## src/rtl/core/bsov_pkg.sv

```systemverilog
`default_nettype none
package bsov_pkg;
  localparam int MaxBoxes = 4096;
  localparam int CoordBits = 18;
  localparam int IdxBits = 12;
  localparam int CntBits = 13;
  localparam int VolBits = 55;
  localparam int ClipBits = 17;

  typedef logic signed [CoordBits-1:0] coord_t;

  typedef struct packed {
    coord_t x_lo;
    coord_t y_lo;
    coord_t z_lo;
    coord_t x_hi;
    coord_t y_hi;
    coord_t z_hi;
  } box_t;

  typedef struct packed {
    logic turn_on;
    box_t b;
  } rule_t;

  typedef struct packed {
    logic [VolBits-1:0] lit_cells;
    logic [CntBits-1:0] box_count;
    logic               skipped;
    logic               overflow;
  } res_t;

  // extent along one axis, one more than the span
  function automatic logic [CoordBits:0] extent(coord_t lo, coord_t hi);
    logic signed [CoordBits+1:0] d;
    d = {{2{hi[CoordBits-1]}}, hi} - {{2{lo[CoordBits-1]}}, lo} + (CoordBits+2)'(1);
    return d[CoordBits:0];
  endfunction
endpackage
`default_nettype wire

```

## src/rtl/core/bsov_split.sv

```systemverilog
`default_nettype none
// one cut of a piece at a plane; returns lower and upper parts
module bsov_split (
  input  wire bsov_pkg::box_t p,
  input  wire logic [1:0]     ax,
  input  wire bsov_pkg::coord_t h,
  input  wire logic           h_ovf,
  output bsov_pkg::box_t      lo_part,
  output bsov_pkg::box_t      hi_part,
  output logic                cut
);
  bsov_pkg::coord_t plo, phi;
  always_comb begin
    case (ax)
      2'd0: begin plo = p.x_lo; phi = p.x_hi; end
      2'd1: begin plo = p.y_lo; phi = p.y_hi; end
      default: begin plo = p.z_lo; phi = p.z_hi; end
    endcase
    cut = !h_ovf && (plo < h) && (h <= phi);
    lo_part = p;
    hi_part = p;
    case (ax)
      2'd0: begin lo_part.x_hi = h - 1'b1; hi_part.x_lo = h; end
      2'd1: begin lo_part.y_hi = h - 1'b1; hi_part.y_lo = h; end
      default: begin lo_part.z_hi = h - 1'b1; hi_part.z_lo = h; end
    endcase
  end
endmodule
`default_nettype wire

```

## config.mk

```make
export PLATFORM = sky130hd
export DESIGN_NAME = bsov_split
export DESIGN_NICKNAME = d
export VERILOG_FILES = /design/src/rtl/core/bsov_pkg.sv /design/src/rtl/core/bsov_split.sv
export SDC_FILE = /design/constraint.sdc
export NUM_CORES = 1
export LEC_CHECK = 0
export BUFFER_PORTS_ARGS = -buffer_cell sky130_fd_sc_hd__buf_2
export CAP_MARGIN = 10
export CORE_AREA = 5 5 133 135
export DETAILED_ROUTE_END_ITERATION = 8
export DIE_AREA = 0 0 138 140
export PLACE_DENSITY_LB_ADDON = 0.3
export SETUP_SLACK_MARGIN = 0.3
export SYNTH_ARGS = -nofsm -noshare
export SYNTH_HDL_FRONTEND = slang
export SYNTH_SLANG_ARGS = --single-unit
```

## constraint.sdc

```tcl
create_clock -name vclk -period 2.6
set_input_delay 0 -clock vclk [all_inputs]
set_output_delay 0 -clock vclk [all_outputs]
set_load 0.01 [all_outputs]
```

==> flow_summary_export.csv, run 1 <==
group,metric,value,unit
sta,final.period_utilization,80.86,%
sta,slew_headroom,53.63,%
drt,avgViaCountPerCell,4.505,
drt,ant_nets,0,
drt,drt_iter0_markers,177,
synth,yosys_warnings,0,
synth,synth.area.top_cells,"buf_4 (21%), ha_1 (12%), o21ai_0 (12%)",
sta,rsz0062_at_grt,"false",
grt,grt_remaining_overflow,0,
sta,hold_slack,0.2143,ns
synth,yosysMostFrequentCell,"buf_4",
final_layout,seq_area,0,um^2
floorplanning,initial_utilization,23.14,%
drt,met1_length,7824,um
placement,dp_hpwl,14860,um
cts,cts_hold_buf,0,
placement,place_ws,0.09929,ns
floorplanning,die-area,19320,um^2
drt,routed_wl,17440,um
drt,drc_errors,0,
placement,post_dp_cell_area,4997,um^2
synth,yosysTopAreaCell,"buf_4",
synth,seq_area_frac_synth,0,%
setup_path,required,2.60,ns
power,cellPowerDensity,204.7,nW/um^2
power,peakVddDrop,0.0001069,V
final_layout,clock_buffers,0,
placement,port_buffers,346,
placement,placed_cells,1038,
setup_path,crit_type,"input pin to output pin",
sta,tightest_slew,0.6956,ns
power,p_leak,0.002854,uW
final_layout,n_sequential_cell,0,
final_layout,multi_input_area,2820,um^2
synth,syn_area,3784,um^2
setup_path,path_max_fanout,8,
synth,yosysTopAreaCellShare,21.43,%
sta,period_needed,2.102,ns
run_status,status,"completed",
hold_path,hold_class,"input pin to output pin",
flow_run,maxCapViolations,0,
grt,grt_pass1_wl,26570,um
final_layout,drive_gt1_share,48.60,%
grt,grt_max_degree,73,
synth,synth_common_cells,"buf_4 (108), nand2_1 (99), o21ai_0 (89), a21oi_1 (44), nor2_1 (40)",
floorplanning,num_rows,47,
drt,highest_layer,"met4",
synth,synth_cell_type_count,35,
floorplanning,coreArea,16350,um^2
final_layout,nets,988,
sta,finalSetupTns,0,ns
final_layout,diodes,0,
grt,track_usage,16.65,%
drt,firstDrtPassIters,4,
grt,antenna_found_initial,0,
grt,grt_pass1_vias,4551,
placement,gp_congestion,0.8142,
final_layout,areaGrowthSynthToFinish,35.65,%
final_layout,n_fill_cell,1887,
synth,syn_avg_cell_area,6.296,um^2
synth,netlist_instances,601,
floorplanning,die_x,138,um
setup_path,arrival,2.10,ns
synth,synth_nets,766,
floorplanning,fp.dieH,140,um
drt,vias,4690,
setup_path,start_kind,"input pin",
final_layout,stdcell_count,1041,
sta,drv_slew,0,
sta,fmax,475.6,MHz
sta,setup_viol,0,
drt,wl_per_cell,16.75,um
sta,hold_viol_final,0,
drt,wl_met2,8147,um
setup_path,cp-end-kind,"output pin",
sta,worst_slack,0.4975,ns
floorplanning,io_pins,346,
drt,met3_length,1423,um
final_layout,final_cell_area,5132,um^2
-- cell type report --
type | count | share of cell area [%]
inverter | 22 | 1.609
multi-input combinational | 437 | 54.95
tap | 220 | 5.363
timing repair buffer | 362 | 38.08
-- power breakdown --
group	internal [uW]	total, uW	switching, uW
sequential	0	0	0
clock	0	0	0
combinational	442	1050	609
total	442	1050	609
-- final timing paths --
path              startpoint          end  cells past startpoint
setup / recovery       ax[0]          cut                     11
hold / removal         p[61]  lo_part[61]                      2
-- cells by family (layout without fill, tap and decap cells) --
kind of cell / count (synthesis) / after routing / share of synthesized area, %
AO/OA/AOI/OAI: 154 / 154 / 21.30
XOR/XNOR: 15 / 15 / 3.472
adder cells (fa/ha/maj): 36 / 36 / 11.90
buffers and inverters: 164 / 384 / 27.02
multiplexers: 56 / 56 / 15.44
AND/OR/NAND/NOR: 176 / 176 / 20.87
-- critical path: stages --
cell and delay (ns):
buf_8 0.11, buf_12 0.14, mux2i_1 0.18, o21ai_0 0.10, ha_1 0.30, a21o_1 0.16
a21o_1 0.18, a221oi_2 0.31, a211oi_1 0.15, nor4_4 0.26, buf_2 0.19
-- through the flow --
stage                     util (%)  total power, uW
final                        31.39             1051
after global routing         31.39             1177
after floorplan                  -            635.9
after detailed placement     30.57             1036
after CTS                    31.27             1069
after global placement       30.57             1037
-- placed cells by master (no fill, tap or decap), types with 2 or more instances in the layout --
master | netlist | layout
ha_1 | 36 | 36
o21ai_0 | 89 | 85
a21o_1 | 6 | 6
nor4_4 | 1 | 2
or4_4 | 2 | 2
nand4_1 | 6 | 6
nor3_2 | 3 | 4
nand2_1 | 99 | 99
nand3_1 | 5 | 5
nor2b_1 | 3 | 3
nor2_1 | 40 | 39
a21oi_1 | 44 | 43
xnor2_1 | 15 | 15
buf_2 | 1 | 344
nand2_2 | 2 | 2
nor3_1 | 4 | 3
nand2b_1 | 3 | 2
buf_16 | 0 | 2
and4_1 | 2 | 2
buf_12 | 0 | 4
mux2i_1 | 37 | 37
o21ai_1 | 8 | 12
mux2_2 | 19 | 19
buf_4 | 108 | 11
nor4_1 | 3 | 2
inv_1 | 22 | 22
-- layer usage --
layer / up-vias / GRT usage, %
met5: - / 0
met4: 0 / 0.7800
met3: 4 / 2.965
met2: 217 / 28.29
met1: 2067 / 23.20
li1: 2402 / -
-- repair_timing --
item	4_1_cts	5_1_grt
endpoints found under the hold margin	0	0
resized for setup	19	5
endpoints found under the setup margin	1	1
gates cloned	1	0
buffers inserted	1	1
pin swaps	5	3
No activity file was read; power rests on OpenSTA's default activity.
==> inputs of run 2 (changes only) <==
==> constraint.sdc (replaced) <==
create_clock -name vclk -period 1.69
set_input_delay 0 -clock vclk [all_inputs]
set_output_delay 0 -clock vclk [all_outputs]
set_load 0.01 [all_outputs]
==> flow_summary_export.csv, run 2 (same netlist as run 1, synthesis figures left out) <==
group,metric,value,unit
run_status,status,"finished with violations",
run_status,failed_checks,"negative setup slack",
sta,hold_viol_final,0,
power,cellPowerDensity,298.3,nW/um^2
power,seq_power_share,0,%
final_layout,final_common_cell,"buf_2",
setup_path,crit_start,"ax[0]",
drt,firstDrtPassIters,6,
floorplanning,num_rows,47,
final_layout,drive_gt1_share,60.61,%
placement,port_buffers,346,
grt,track_usage,19.06,%
sta,hold_slack,0.2191,ns
placement,dp_hpwl,17200,um
power,p_sw_share,52.41,%
final_layout,n_fill_cell,1775,
floorplanning,initial_utilization,23.14,%
setup_path,crit_type,"input pin to output pin",
setup_path,path_max_fanout,7,
drt,ant_nets,0,
sta,fmax,475.2,MHz
floorplanning,io_pins,346,
final_layout,areaGrowthSynthToFinish,78.77,%
power,p_int,960.5,uW
power,comb_power_share,100.0,%
sta,final.period_utilization,124.5,%
grt,grt_max_degree,39,
floorplanning,die_x,138,um
grt,grt_remaining_overflow,0,
grt,grt_pass1_wl,29840,um
hold_path,hold_class,"input pin to output pin",
setup_path,worstSetupEndpoint,"cut",
sta,slew_headroom,67.38,%
grt,grt_pass1_vias,5163,
setup_path,cp-end-kind,"output pin",
sta,period_needed,2.104,ns
power,peakVddDrop,0.0001063,V
grt,antenna_found_initial,0,
floorplanning,die-area,19320,um^2
final_layout,nets,1124,
drt,wl_per_cell,16.94,um
sta,drv_slew,0,
final_layout,n_sequential_cell,0,
sta,worst_slack,-0.4144,ns
drt,avgViaCountPerCell,4.369,
floorplanning,coreArea,16350,um^2
drt,drt_iter0_markers,149,
power,power.share.clock,0,%
final_layout,diodes,0,
final_layout,fin_util,41.37,%
drt,drc_errors,0,
power,p_switching,1058,uW
drt,vias,5142,
sta,rsz0062_at_grt,"true",
sta,tightest_slew,0.4848,ns
floorplanning,fp.dieH,140,um
flow_run,maxCapViolations,0,
setup_path,arrival,2.10,ns
cts,cts_hold_buf,0,
placement,gp_congestion,0.7897,
final_layout,clock_buffers,0,
setup_path,required,1.69,ns
final_layout,layout_common_cells,"buf_2 (337), buf_4 (123), nand2_1 (98)",
final_layout,seq_area,0,um^2
sta,setup_viol,12,
drt,routed_wl,19940,um
power,p_leak,0.003756,uW
setup_path,start_kind,"input pin",
[run 2: critical path: stages]
cell     delay, ns
buf_16        0.12
buf_12        0.14
buf_12        0.12
mux2i_1       0.17
nor2_1        0.05
a21oi_1       0.12
ha_1          0.27
a21oi_2       0.12
o21ai_1       0.06
nor2b_1       0.13
o31ai_2       0.27
a21oi_2       0.11
nor4_2        0.14
buf_4         0.16
buf_6         0.09
[run 2: layout make-up]
class | count | area, um^2 | share of cell area [%]
tap | 220 | 275.3 | 4.070
multi-input combinational | 437 | 3187 | 47.11
timing repair buffer | 498 | 3216 | 47.54
inverter | 22 | 86.33 | 1.276
[run 2: timing repair]
| action | in CTS | in global routing |
|---|---|---|
| resized for setup | 88 | 49 |
| endpoints found under the setup margin | 47 | 43 |
| buffers inserted | 14 | 8 |
| pin swaps | 34 | 40 |
| hold endpoints to repair | 0 | 0 |
| cloned | 3 | 0 |
[run 2: how the worst min path moves through the flow]
stage | endpoint | slack (ns) | cells past startpoint | from
2_1_floorplan | cut | 0.04 | 1 | h_ovf
3_3_place_gp | lo_part[64] | 0.22 | 2 | p[64]
3_5_place_dp | hi_part[32] | 0.22 | 2 | p[32]
4_1_cts | hi_part[17] | 0.22 | 2 | p[17]
5_1_grt | lo_part[78] | 0.23 | 2 | p[78]
6_report | hi_part[32] | 0.22 | 2 | p[32]
[run 2: metrics by stage]
| step | instance area [um^2] | total power (uW) | std cells | setup WS (ns) | setup TNS [ns] |
|---|---|---|---|---|---|
| final | 6764 | 2018 | 1177 | -0.4144 | -0.7855 |
| after global routing | 6764 | 2216 | 1177 | -0.5635 | -2.797 |
| after CTS | 6500 | 1994 | 1169 | -0.5181 | -1.821 |
| after detailed placement | 5931 | 1852 | 1152 | -0.7045 | -4.375 |
| after global placement | 5931 | 1853 | 1152 | -0.6745 | -4.172 |
| after floorplan | 3862 | 1000 | 601 | -0.1830 | -0.1830 |
[run 2: layer usage]
layer  vias to the layer above  GRT usage, %  share of wire [%]
met3                         6         2.795                6.2
met4                         0        0.7800               0.44
li1                       2674             -                  -
met5                         -             0                  0
met1                      2266         23.80                 42
met2                       196         36.36                 51
[run 2: power groups by stage]
stage                     Combinational, uW  Clock, uW  Sequential, uW
after floorplan                        1000          0               0
after global placement                 1850          0               0
after detailed placement               1850          0               0
after CTS                              1990          0               0
after global routing                   2220          0               0
final                                  2020          0               0
